File: config.mk
export PLATFORM = sky130hd
export DESIGN_NAME = input_event_key_mapper_unit
export DESIGN_NICKNAME = d
export VERILOG_FILES = /design/src/design/iekm_pkg.sv /design/src/design/input_event_key_mapper_unit.sv /design/src/design/iekm_front.sv /design/src/design/iekm_queue.sv /design/src/design/iekm_back.sv
export SDC_FILE = /design/constraint.sdc
export NUM_CORES = 2
export LEC_CHECK = 0
export BUFFER_PORTS_ARGS = -buffer_cell sky130_fd_sc_hd__clkbuf_2
export CAP_MARGIN = 15
export CORE_MARGIN = 10
export CORE_UTILIZATION = 40
export CTS_BUF_LIST = sky130_fd_sc_hd__clkbuf_16
export DETAILED_ROUTE_END_ITERATION = 7
export GPL_TIMING_DRIVEN = 0
export SYNTH_ARGS = -nofsm -noshare
export SYNTH_HDL_FRONTEND = slang
export SYNTH_SLANG_ARGS = --single-unit
File: constraint.sdc
create_clock -name clk -period 12.1 [get_ports clk]
set_input_delay 0 -clock clk [delete_from_list [all_inputs] [get_ports clk]]
set_output_delay 0 -clock clk [all_outputs]
set_load 0.1 [all_outputs]
File: src/design/iekm_pkg.sv
// iekm_pkg: shared types and constants of the input event key mapper
// used by iekm_front, iekm_queue, iekm_back and input_event_key_mapper_unit
// no dependencies
package iekm_pkg;

  // field widths
  localparam int TYPE_W   = 5;
  localparam int CODE_W   = 10;
  localparam int VALUE_W  = 32;
  localparam int SLOT_W   = 4;
  localparam int KEY_W    = 10;
  localparam int KEYS_W   = 3 * KEY_W;
  localparam int STATE_W  = 2;
  localparam int LEVEL_W  = 2;
  localparam int S_DATA_W = 128;
  localparam int M_DATA_W = 32;

  // configuration port
  localparam int CFG_IDX_W  = 1;
  localparam int CFG_DATA_W = 15;
  localparam int COUNT_W    = 5;
  localparam int THRESH_W   = 15;

  localparam logic [CFG_IDX_W-1:0] REG_MAP_COUNT = 1'd0;
  localparam logic [CFG_IDX_W-1:0] REG_THRESHOLD = 1'd1;
  localparam logic [THRESH_W-1:0]  THRESH_RESET  = 15'd25000;

  // action codes carried in tuser
  localparam logic ACT_EVENT = 1'b0;
  localparam logic ACT_LOAD  = 1'b1;

  // event types
  localparam logic [TYPE_W-1:0] TYPE_SYNC = 5'd0;
  localparam logic [TYPE_W-1:0] TYPE_ABS  = 5'd3;
  localparam logic [TYPE_W-1:0] TYPE_MISC = 5'd4;

  // quantized axis levels, two's complement
  localparam logic [LEVEL_W-1:0] LEVEL_CENTER = 2'b00;
  localparam logic [LEVEL_W-1:0] LEVEL_POS    = 2'b01;
  localparam logic [LEVEL_W-1:0] LEVEL_NEG    = 2'b11;

  // key states
  localparam logic [STATE_W-1:0] KEY_RELEASE = 2'd0;
  localparam logic [STATE_W-1:0] KEY_PRESS   = 2'd1;
  localparam logic [STATE_W-1:0] KEY_HOLD    = 2'd2;

  localparam logic [VALUE_W-1:0] VALUE_HOLD    = 32'd2;
  localparam logic [VALUE_W-1:0] VALUE_RELEASE = 32'd0;

  typedef struct packed {
    logic [CODE_W-1:0]  code;
    logic [VALUE_W-1:0] value;
    logic [KEYS_W-1:0]  keys;   // key a lowest
  } entry_t;

  typedef struct packed {
    logic               load;
    logic               axis;   // axis level changed, walk press/release first
    logic [LEVEL_W-1:0] level;
    logic [CODE_W-1:0]  code;
    logic [VALUE_W-1:0] value;
    logic [SLOT_W-1:0]  slot;
    entry_t             entry;
  } cmd_t;

endpackage

File: src/design/input_event_key_mapper_unit.sv
// input_event_key_mapper_unit: an event beat enters a two-entry queue, from which the
// table walker takes it when idle. A load is written into the table as it is taken; an
// event walks the table entries in use, reading each from the single-port table and then
// comparing it, and walks them once more first when an axis level changes. A result is
// held until the next one is found or the walk ends.
// Reset (rst, synchronous): map_count 0, threshold 25000, axes centered; table undefined
module input_event_key_mapper_unit #(
  parameter int TABLE_DEPTH = 16,
  parameter int AXIS_COUNT  = 2
) (
  input  logic                                clk,
  input  logic                                rst,
  input  logic                                s_axis_tvalid,
  output logic                                s_axis_tready,
  // event_type, event_code, event_value, entry_index, entry_code, entry_value,
  // entry_key_a, entry_key_b, entry_key_c, zero fill
  input  logic [iekm_pkg::S_DATA_W-1:0]       s_axis_tdata,
  // action
  input  logic                                s_axis_tuser,
  output logic                                m_axis_tvalid,
  input  logic                                m_axis_tready,
  // out_key_a, out_key_b, out_key_c, key_state
  output logic [iekm_pkg::M_DATA_W-1:0]       m_axis_tdata,
  output logic                                m_axis_tlast,
  input  logic                                cfg_valid,
  output logic                                cfg_ready,
  input  logic [iekm_pkg::CFG_IDX_W-1:0]      cfg_index,
  input  logic [iekm_pkg::CFG_DATA_W-1:0]     cfg_data
);

  logic [iekm_pkg::COUNT_W-1:0]  map_count;
  logic [iekm_pkg::THRESH_W-1:0] analog_threshold;

  logic           fq_valid;
  logic           fq_ready;
  iekm_pkg::cmd_t fq_cmd;
  logic           qb_valid;
  logic           qb_pop;
  iekm_pkg::cmd_t qb_cmd;

  assign cfg_ready = 1'b1;

  always_ff @(posedge clk) begin
    if (rst) begin
      map_count        <= '0;
      analog_threshold <= iekm_pkg::THRESH_RESET;
    end else if (cfg_valid && cfg_ready) begin
      case (cfg_index)
        iekm_pkg::REG_MAP_COUNT: map_count        <= cfg_data[iekm_pkg::COUNT_W-1:0];
        iekm_pkg::REG_THRESHOLD: analog_threshold <= cfg_data[iekm_pkg::THRESH_W-1:0];
        default: ;
      endcase
    end
  end

  iekm_front #(
    .AXIS_COUNT (AXIS_COUNT)
  ) u_front (
    .clk           (clk),
    .rst           (rst),
    .s_axis_tvalid (s_axis_tvalid),
    .s_axis_tready (s_axis_tready),
    .s_axis_tdata  (s_axis_tdata),
    .s_axis_tuser  (s_axis_tuser),
    .threshold     (analog_threshold),
    .q_valid       (fq_valid),
    .q_ready       (fq_ready),
    .q_cmd         (fq_cmd)
  );

  iekm_queue u_queue (
    .clk      (clk),
    .rst      (rst),
    .wr_valid (fq_valid),
    .wr_ready (fq_ready),
    .wr_cmd   (fq_cmd),
    .rd_valid (qb_valid),
    .rd_pop   (qb_pop),
    .rd_cmd   (qb_cmd)
  );

  iekm_back #(
    .TABLE_DEPTH (TABLE_DEPTH)
  ) u_back (
    .clk           (clk),
    .rst           (rst),
    .q_valid       (qb_valid),
    .q_pop         (qb_pop),
    .q_cmd         (qb_cmd),
    .map_count     (map_count),
    .m_axis_tvalid (m_axis_tvalid),
    .m_axis_tready (m_axis_tready),
    .m_axis_tdata  (m_axis_tdata),
    .m_axis_tlast  (m_axis_tlast)
  );

endmodule

File: src/design/iekm_front.sv
// iekm_front: accepts input beats, drops ignored events, quantizes analog axes
// and keeps the axis levels; hands work to the queue as iekm_pkg::cmd_t
// depends on iekm_pkg
module iekm_front #(
  parameter int AXIS_COUNT = 2
) (
  input  logic                               clk,
  input  logic                               rst,
  input  logic                               s_axis_tvalid,
  output logic                               s_axis_tready,
  input  logic [iekm_pkg::S_DATA_W-1:0]      s_axis_tdata,
  input  logic                               s_axis_tuser,
  input  logic [iekm_pkg::THRESH_W-1:0]      threshold,
  output logic                               q_valid,
  input  logic                               q_ready,
  output iekm_pkg::cmd_t                     q_cmd
);

  localparam int XW = (AXIS_COUNT > 1) ? $clog2(AXIS_COUNT) : 1;

  logic [iekm_pkg::LEVEL_W-1:0] axis_level [AXIS_COUNT];

  logic [iekm_pkg::TYPE_W-1:0]  ev_type;
  logic [iekm_pkg::CODE_W-1:0]  ev_code;
  logic [iekm_pkg::VALUE_W-1:0] ev_value;
  logic                         is_load;
  logic                         ignored;
  logic                         on_axis;
  logic [iekm_pkg::LEVEL_W-1:0] level;
  logic [iekm_pkg::LEVEL_W-1:0] cur_level;
  logic                         drop;
  logic                         accept;
  logic signed [31:0]           thr_pos;

  assign ev_type  = s_axis_tdata[4:0];
  assign ev_code  = s_axis_tdata[14:5];
  assign ev_value = s_axis_tdata[46:15];

  assign is_load = (s_axis_tuser == iekm_pkg::ACT_LOAD);
  assign ignored = (ev_type == iekm_pkg::TYPE_SYNC) || (ev_type == iekm_pkg::TYPE_MISC);
  assign on_axis = (ev_type == iekm_pkg::TYPE_ABS) && (32'(ev_code) < 32'(AXIS_COUNT));
  assign thr_pos = $signed(32'(threshold));

  always_comb begin
    if ($signed(ev_value) > thr_pos) begin
      level = iekm_pkg::LEVEL_POS;
    end else if ($signed(ev_value) < -thr_pos) begin
      level = iekm_pkg::LEVEL_NEG;
    end else begin
      level = iekm_pkg::LEVEL_CENTER;
    end
  end

  // only meaningful when on_axis
  assign cur_level = axis_level[ev_code[XW-1:0]];

  assign drop = !is_load && (ignored || (on_axis && (level == cur_level)));

  assign s_axis_tready = q_ready;
  assign q_valid       = s_axis_tvalid && !drop;
  assign accept        = s_axis_tvalid && s_axis_tready;

  always_comb begin
    q_cmd             = '0;
    q_cmd.load        = is_load;
    q_cmd.axis        = on_axis;
    q_cmd.level       = level;
    q_cmd.code        = ev_code;
    q_cmd.value       = ev_value;
    q_cmd.slot        = s_axis_tdata[50:47];
    q_cmd.entry.code  = s_axis_tdata[60:51];
    q_cmd.entry.value = s_axis_tdata[92:61];
    q_cmd.entry.keys  = s_axis_tdata[122:93];
  end

  always_ff @(posedge clk) begin
    if (rst) begin
      for (int i = 0; i < AXIS_COUNT; i++) begin
        axis_level[i] <= iekm_pkg::LEVEL_CENTER;
      end
    end else if (accept && !is_load && !ignored && on_axis && (level != cur_level)) begin
      axis_level[ev_code[XW-1:0]] <= level;
    end
  end

endmodule

File: src/design/iekm_queue.sv
// iekm_queue: two-entry command queue between front and back
// depends on iekm_pkg
module iekm_queue (
  input  logic            clk,
  input  logic            rst,
  input  logic            wr_valid,
  output logic            wr_ready,
  input  iekm_pkg::cmd_t  wr_cmd,
  output logic            rd_valid,
  input  logic            rd_pop,
  output iekm_pkg::cmd_t  rd_cmd
);

  iekm_pkg::cmd_t slots [2];
  logic           wr_ptr;
  logic           rd_ptr;
  logic [1:0]     fill;
  logic           push;
  logic           pop;

  assign wr_ready = (fill != 2'd2);
  assign rd_valid = (fill != 2'd0);
  assign rd_cmd   = slots[rd_ptr];
  assign push     = wr_valid && wr_ready;
  assign pop      = rd_pop && rd_valid;

  always_ff @(posedge clk) begin
    if (push) begin
      slots[wr_ptr] <= wr_cmd;
    end
  end

  always_ff @(posedge clk) begin
    if (rst) begin
      wr_ptr <= 1'b0;
      rd_ptr <= 1'b0;
      fill   <= 2'd0;
    end else begin
      if (push) begin
        wr_ptr <= ~wr_ptr;
      end
      if (pop) begin
        rd_ptr <= ~rd_ptr;
      end
      case ({push, pop})
        2'b10:   fill <= fill + 2'd1;
        2'b01:   fill <= fill - 2'd1;
        default: fill <= fill;
      endcase
    end
  end

endmodule

File: src/design/iekm_back.sv
// iekm_back: holds the mapping table, walks it for each event command and
// drives the result beats; one result is held back so the final one gets tlast
// depends on iekm_pkg
module iekm_back #(
  parameter int TABLE_DEPTH = 16
) (
  input  logic                              clk,
  input  logic                              rst,
  input  logic                              q_valid,
  output logic                              q_pop,
  input  iekm_pkg::cmd_t                    q_cmd,
  input  logic [iekm_pkg::COUNT_W-1:0]      map_count,
  output logic                              m_axis_tvalid,
  input  logic                              m_axis_tready,
  output logic [iekm_pkg::M_DATA_W-1:0]     m_axis_tdata,
  output logic                              m_axis_tlast
);

  localparam int AW = (TABLE_DEPTH > 1) ? $clog2(TABLE_DEPTH) : 1;
  localparam int CW = $clog2(TABLE_DEPTH + 1);

  localparam logic [2:0] S_IDLE  = 3'd0;
  localparam logic [2:0] S_READ  = 3'd1;
  localparam logic [2:0] S_CMP   = 3'd2;
  localparam logic [2:0] S_EMIT  = 3'd3;
  localparam logic [2:0] S_FLUSH = 3'd4;

  iekm_pkg::entry_t mem [TABLE_DEPTH];
  iekm_pkg::entry_t rd_entry;
  iekm_pkg::cmd_t   cur;

  logic [2:0]                      state;
  logic [CW-1:0]                   idx;
  logic [CW-1:0]                   cnt;
  logic [CW-1:0]                   cnt_sat;
  logic                            axis_phase;
  logic [iekm_pkg::KEYS_W-1:0]     emit_keys;
  logic [iekm_pkg::STATE_W-1:0]    emit_st;
  logic                            emit_rel;
  logic                            held_valid;
  logic [iekm_pkg::KEYS_W-1:0]     held_keys;
  logic [iekm_pkg::STATE_W-1:0]    held_st;
  logic [iekm_pkg::KEYS_W-1:0]     out_keys;
  logic [iekm_pkg::STATE_W-1:0]    out_st;
  logic                            out_last;
  logic                            out_free;
  logic                            can_deliver;
  logic                            push_out;
  logic [AW+3:0]                   slot_w;
  logic [iekm_pkg::VALUE_W-1:0]    want_value;
  logic                            hit;
  logic [iekm_pkg::STATE_W-1:0]    raw_st;

  assign out_free    = !m_axis_tvalid || m_axis_tready;
  assign can_deliver = !held_valid || out_free;
  assign q_pop       = (state == S_IDLE) && q_valid;
  assign slot_w      = (AW + 4)'(q_cmd.slot);

  // held result moves to the output register
  assign push_out = held_valid && out_free && ((state == S_EMIT) || (state == S_FLUSH));

  assign cnt_sat = (32'(map_count) > 32'(TABLE_DEPTH)) ? CW'(TABLE_DEPTH) : CW'(map_count);

  // axis walk compares against the sign-extended level
  assign want_value = axis_phase ? {{(iekm_pkg::VALUE_W - 1){cur.level[1]}}, cur.level[0]}
                                 : cur.value;
  assign hit = (rd_entry.code == cur.code) && (rd_entry.value == want_value);

  always_comb begin
    if (rd_entry.value == iekm_pkg::VALUE_HOLD) begin
      raw_st = iekm_pkg::KEY_HOLD;
    end else if (rd_entry.value == iekm_pkg::VALUE_RELEASE) begin
      raw_st = iekm_pkg::KEY_RELEASE;
    end else begin
      raw_st = iekm_pkg::KEY_PRESS;
    end
  end

  // table memory
  always_ff @(posedge clk) begin
    if (q_pop && q_cmd.load && (slot_w < (AW + 4)'(TABLE_DEPTH))) begin
      mem[slot_w[AW-1:0]] <= q_cmd.entry;
    end
    if ((state == S_READ) && (idx < cnt)) begin
      rd_entry <= mem[idx[AW-1:0]];
    end
  end

  always_ff @(posedge clk) begin
    if (q_pop) begin
      cur <= q_cmd;
    end
  end

  always_ff @(posedge clk) begin
    if (rst) begin
      state         <= S_IDLE;
      idx           <= '0;
      cnt           <= '0;
      axis_phase    <= 1'b0;
      emit_rel      <= 1'b0;
      held_valid    <= 1'b0;
      m_axis_tvalid <= 1'b0;
    end else begin
      if (push_out) begin
        m_axis_tvalid <= 1'b1;
      end else if (m_axis_tready) begin
        m_axis_tvalid <= 1'b0;
      end
      case (state)
        S_IDLE: begin
          if (q_valid && !q_cmd.load) begin
            idx        <= '0;
            cnt        <= cnt_sat;
            axis_phase <= q_cmd.axis;
            state      <= S_READ;
          end
        end
        S_READ: begin
          if (idx < cnt) begin
            state <= S_CMP;
          end else if (axis_phase) begin
            axis_phase <= 1'b0;
            idx        <= '0;
          end else begin
            state <= S_FLUSH;
          end
        end
        S_CMP: begin
          if (hit) begin
            emit_keys <= rd_entry.keys;
            emit_st   <= axis_phase ? iekm_pkg::KEY_PRESS : raw_st;
            emit_rel  <= axis_phase;
            state     <= S_EMIT;
          end else begin
            idx   <= idx + CW'(1);
            state <= S_READ;
          end
        end
        S_EMIT: begin
          if (can_deliver) begin
            // older held result leaves, not last
            if (held_valid) begin
              out_keys <= held_keys;
              out_st   <= held_st;
              out_last <= 1'b0;
            end
            held_valid <= 1'b1;
            held_keys  <= emit_keys;
            held_st    <= emit_st;
            if (emit_rel) begin
              emit_st  <= iekm_pkg::KEY_RELEASE;
              emit_rel <= 1'b0;
            end else begin
              idx   <= idx + CW'(1);
              state <= S_READ;
            end
          end
        end
        S_FLUSH: begin
          if (!held_valid) begin
            state <= S_IDLE;
          end else if (out_free) begin
            out_keys   <= held_keys;
            out_st     <= held_st;
            out_last   <= 1'b1;
            held_valid <= 1'b0;
            state      <= S_IDLE;
          end
        end
        default: state <= S_IDLE;
      endcase
    end
  end

  assign m_axis_tdata = {out_st, out_keys};
  assign m_axis_tlast = out_last;

`ifndef SYNTHESIS
  a_idle_no_held: assert property (@(posedge clk) disable iff (rst)
    (state == S_IDLE) |-> !held_valid)
    else $error("held result left behind at idle");

  a_cmp_next: assert property (@(posedge clk) disable iff (rst)
    (state == S_CMP) |=> ((state == S_READ) || (state == S_EMIT)))
    else $error("bad step after compare");

  a_idx_bound: assert property (@(posedge clk) disable iff (rst)
    ((state == S_CMP) || (state == S_EMIT)) |-> (idx < cnt))
    else $error("walk index past table count");

  a_emit_pushes: assert property (@(posedge clk) disable iff (rst)
    ((state == S_EMIT) && held_valid && out_free) |=> m_axis_tvalid)
    else $error("held result not pushed to output");
`endif

endmodule

==> impl_metrics.toml <==
[cells_and_area]
n_fill_cell = 12480
multi_input_area_sq_um = 13000
drive_gt1_share_pct = 28.12
final_area_sq_um = 76670
syn_to_final_growth_pct = 22.20
seq_area_sq_um = 49280
final_nets = 3741

[yosys]
ys_seq_elements = 1655
synth-edff-count = 1613
synth_warnings = 0
synth_area_leaders = "edfxtp_1 (77%), mux4_2 (13%), mux2_2 (2.1%), dfxtp_1 (1.3%), ha_1 (1.1%)"
async_flop_share_pct = 0
ys_types = 80
synth_area_sq_um = 62740
seq_area_frac_synth_pct = 78.54
synth_top_area_share_pct = 77.20
synth_top_area_cell = "edfxtp_1"
syn_avg_cell_area_sq_um = 22.43
synth_nets = 3001
synth-main-ff-cell = "edfxtp_1"
synth_cells = 2797

[sta]
relSlewSlack_pct = 21.26
whs_ps = 35.95
setup_viol = 0
rsz0062_at_grt = "false"
finalHoldViolCount = 0
fmax_ghz = 0.1743
final_max_slew_viol_count = 0
fin_crit_sh_pct = 47.42
tightest_slew_ps = 1181
period_needed_ps = 5738
skew_ps = 33.25

[routing]
wl_um = 153100
vias = 30830
dr.first_iter.drc_count = 2973
ant_nets = 0
drc_errors = 0
firstDrtPassIters = 6
via_per_inst = 5.384
routedWlPerCell_um = 26.74

[setup_path]
cp-end-kind = "flip-flop"
reg2reg_to = "u_queue.slots[1][23]"
worstSetupPathType = "flip-flop to flip-flop"
crit_arrival_ps = 6220
critPathLaunch = "analog_threshold[2]"
r2r-start = "analog_threshold[2]"
critPathRequiredTime_ps = 12580
ff2ff_setup_slack_ps = 6360
cp-start-kind = "flip-flop"
worstSetupEndpoint = "u_queue.slots[1][23]"
cp_max_fo = 15
r2r_cells = 17

[flow_run]
cap_violations = 0

[clock_tree]
cts_resized = 0
cts_buffer_depth = 3
holdBufCountCts = 285
clkTransAtPathRegs_ps = 70
cts_tree = "yes"
cts_root_buf = "clkbuf_16"
insertion_delay_ps = 790
post_cts_buffers = 0
cts_htree_levels = 4
cts_buffers = 162
cts.sink_count = 1655

[power_and_ir_drop]
p_int_mw = 10.48
pwr_density_cell_nw_per_um2 = 177.7
swShare_pct = 23.11
power.share.combinational_pct = 10.1
switchingPower_mw = 3.149
sequentialPowerShare_pct = 52.9
power.leakage_nw = 24.36
pwr-share-clk_pct = 36.9
max-vdd-ir-drop_mv = 0.1739

[global_route]
grt_max_degree = 32
grt_use_total_pct = 17.56
gr-total-overflow = 0
grt_pass1_vias = 32030
antenna_found_initial = 8
grt_pass1_wl_um = 224600

[placed_design]
port_buffers = 178
place_area_sq_um = 68340
place_congestion = 0.8023
hpwl_um = 101000

[floorplan]
initial_core_util_pct = 40.21
die-width_um = 416.1
rows = 145
die_area_sq_um = 173100
io_pins = 186
die_h_um = 416.1
core-area_sq_um = 156000

[outcome]
outcome = "finished clean"

[hold_path]
hp-class = "input pin to flip-flop"
## cells by family after synthesis
| kind of cell | share of synthesized area [%] |
|---|---|
| flip-flops | 78.54 |
| multiplexers | 15.27 |
| AND/OR/NAND/NOR | 2.096 |
| buffers and inverters | 1.011 |
| AO/OA/AOI/OAI | 1.388 |
| adder cells (fa/ha/maj) | 1.077 |
| XOR/XNOR | 0.6142 |
| other | 0.005977 |
## metal layers
metal | up-vias | GRT usage [%] | part of all wire [%]
li1 | 13220 | - | -
met1 | 16380 | 24.13 | 43
met2 | 1014 | 29.27 | 50
met3 | 214 | 2.591 | 5.6
met4 | 4 | 4.795 | 2.2
met5 | - | 0 | 0.018
## sequential cells by signal (all words and copies together), names as in the netlist, 3 cells and up, named ones only
signal,flops
u_back.held_keys,30
u_front.axis_level,4
analog_threshold,15
u_back.state,3
u_back.emit_keys,30
map_count,5
u_back.rd_entry,72
u_back.cur,44
u_back.idx,5
u_back.cnt,5
u_back.out_keys,30
u_queue.slots,244
u_back.mem,1152
## power groups by stage
stage                     clock network [mW]  logic, mW  registers [mW]
after floorplan                            0      0.738            7.30
after global routing                    5.36       1.50            7.24
after global placement                     0       1.15            7.42
after detailed placement                   0       1.32            7.33
after CTS                               5.14       1.40            7.21
final                                   5.03       1.38            7.21
## cells in the mapped netlist, types with 14 or more instances
cell / number
buf_1: 34
nor3_1: 32
inv_1: 48
dfxtp_1: 42
edfxtp_1: 1613
clkbuf_1: 76
nor2_1: 63
mux2i_1: 14
nand2_1: 65
mux4_2: 360
nor4_1: 19
nand3_1: 16
ha_1: 54
a21oi_1: 41
nand4_1: 21
xnor2_1: 31
mux2_2: 117
## layout make-up
cell class | count | area share, %
Sequential cell | 1655 | 64.27
Clock inverter | 121 | 1.390
Timing Repair Buffer | 576 | 7.667
Antenna cell | 5 | 0.01632
Buffer | 116 | 0.5924
Tap cell | 2058 | 3.359
Multi-Input combinational cell | 978 | 16.95
Clock buffer | 169 | 5.516
Inverter | 48 | 0.2350
## placed cells by master (no fill, tap or decap), drive strengths merged, types with 21 or more instances in the layout
| master | count |
|---|---|
| mux4 | 360 |
| mux2 | 118 |
| xnor2 | 31 |
| clkinv | 58 |
| nand2 | 65 |
| ha | 54 |
| dlygate4sd3 | 285 |
| clkbuf | 425 |
| nor3 | 32 |
| dfxtp | 42 |
| inv | 86 |
| nor2 | 63 |
| edfxtp | 1613 |
| nand4 | 21 |
| a21oi | 41 |
| buf | 151 |
## critical path, cell delays in order (launching register included)
cell and delay (ps):
dfxtp_1 380, nor3_1 260, nand3_1 210, or3_1 380
clkbuf_1 250, nor3_1 490, ha_1 350, a41oi_1 210
o21ai_0 140, a221oi_1 330, a21boi_1 130, nor3b_2 460
mux2i_1 270, nor3_4 740, buf_16 230, buf_16 170
buf_8 200, buf_16 180
## per-stage QoR
step / power, mW / worst slack (ps) / util, % / TNS [ps] / instances
floorplan: 8.039 / 3028 / - / 0 / 2797
global placement: 8.577 / -2644 / 42.44 / -1234400 / 5033
detailed placement: 8.652 / 6328 / 43.80 / 0 / 5133
CTS: 13.75 / 6284 / 49.02 / 0 / 5708
global route: 14.09 / 5881 / 49.14 / 0 / 5726
finish: 13.62 / 6362 / 49.14 / 0 / 5726
## how the worst min path moves through the flow
stage / from / endpoint / slack, ps / depth (start not counted)
floorplan: s_axis_tdata[93] / u_queue.slots[0][0] / 100 / 0
global placement: s_axis_tdata[80] / u_queue.slots[0][49] / 190 / 1
detailed placement: s_axis_tdata[105] / u_queue.slots[0][12] / 190 / 1
CTS: s_axis_tdata[39] / u_queue.slots[0][100] / 5 / 2
global route: s_axis_tdata[60] / u_queue.slots[1][71] / 20 / 2
finish: s_axis_tdata[60] / u_queue.slots[1][71] / 40 / 2
Power figures use the tool's default switching activity.
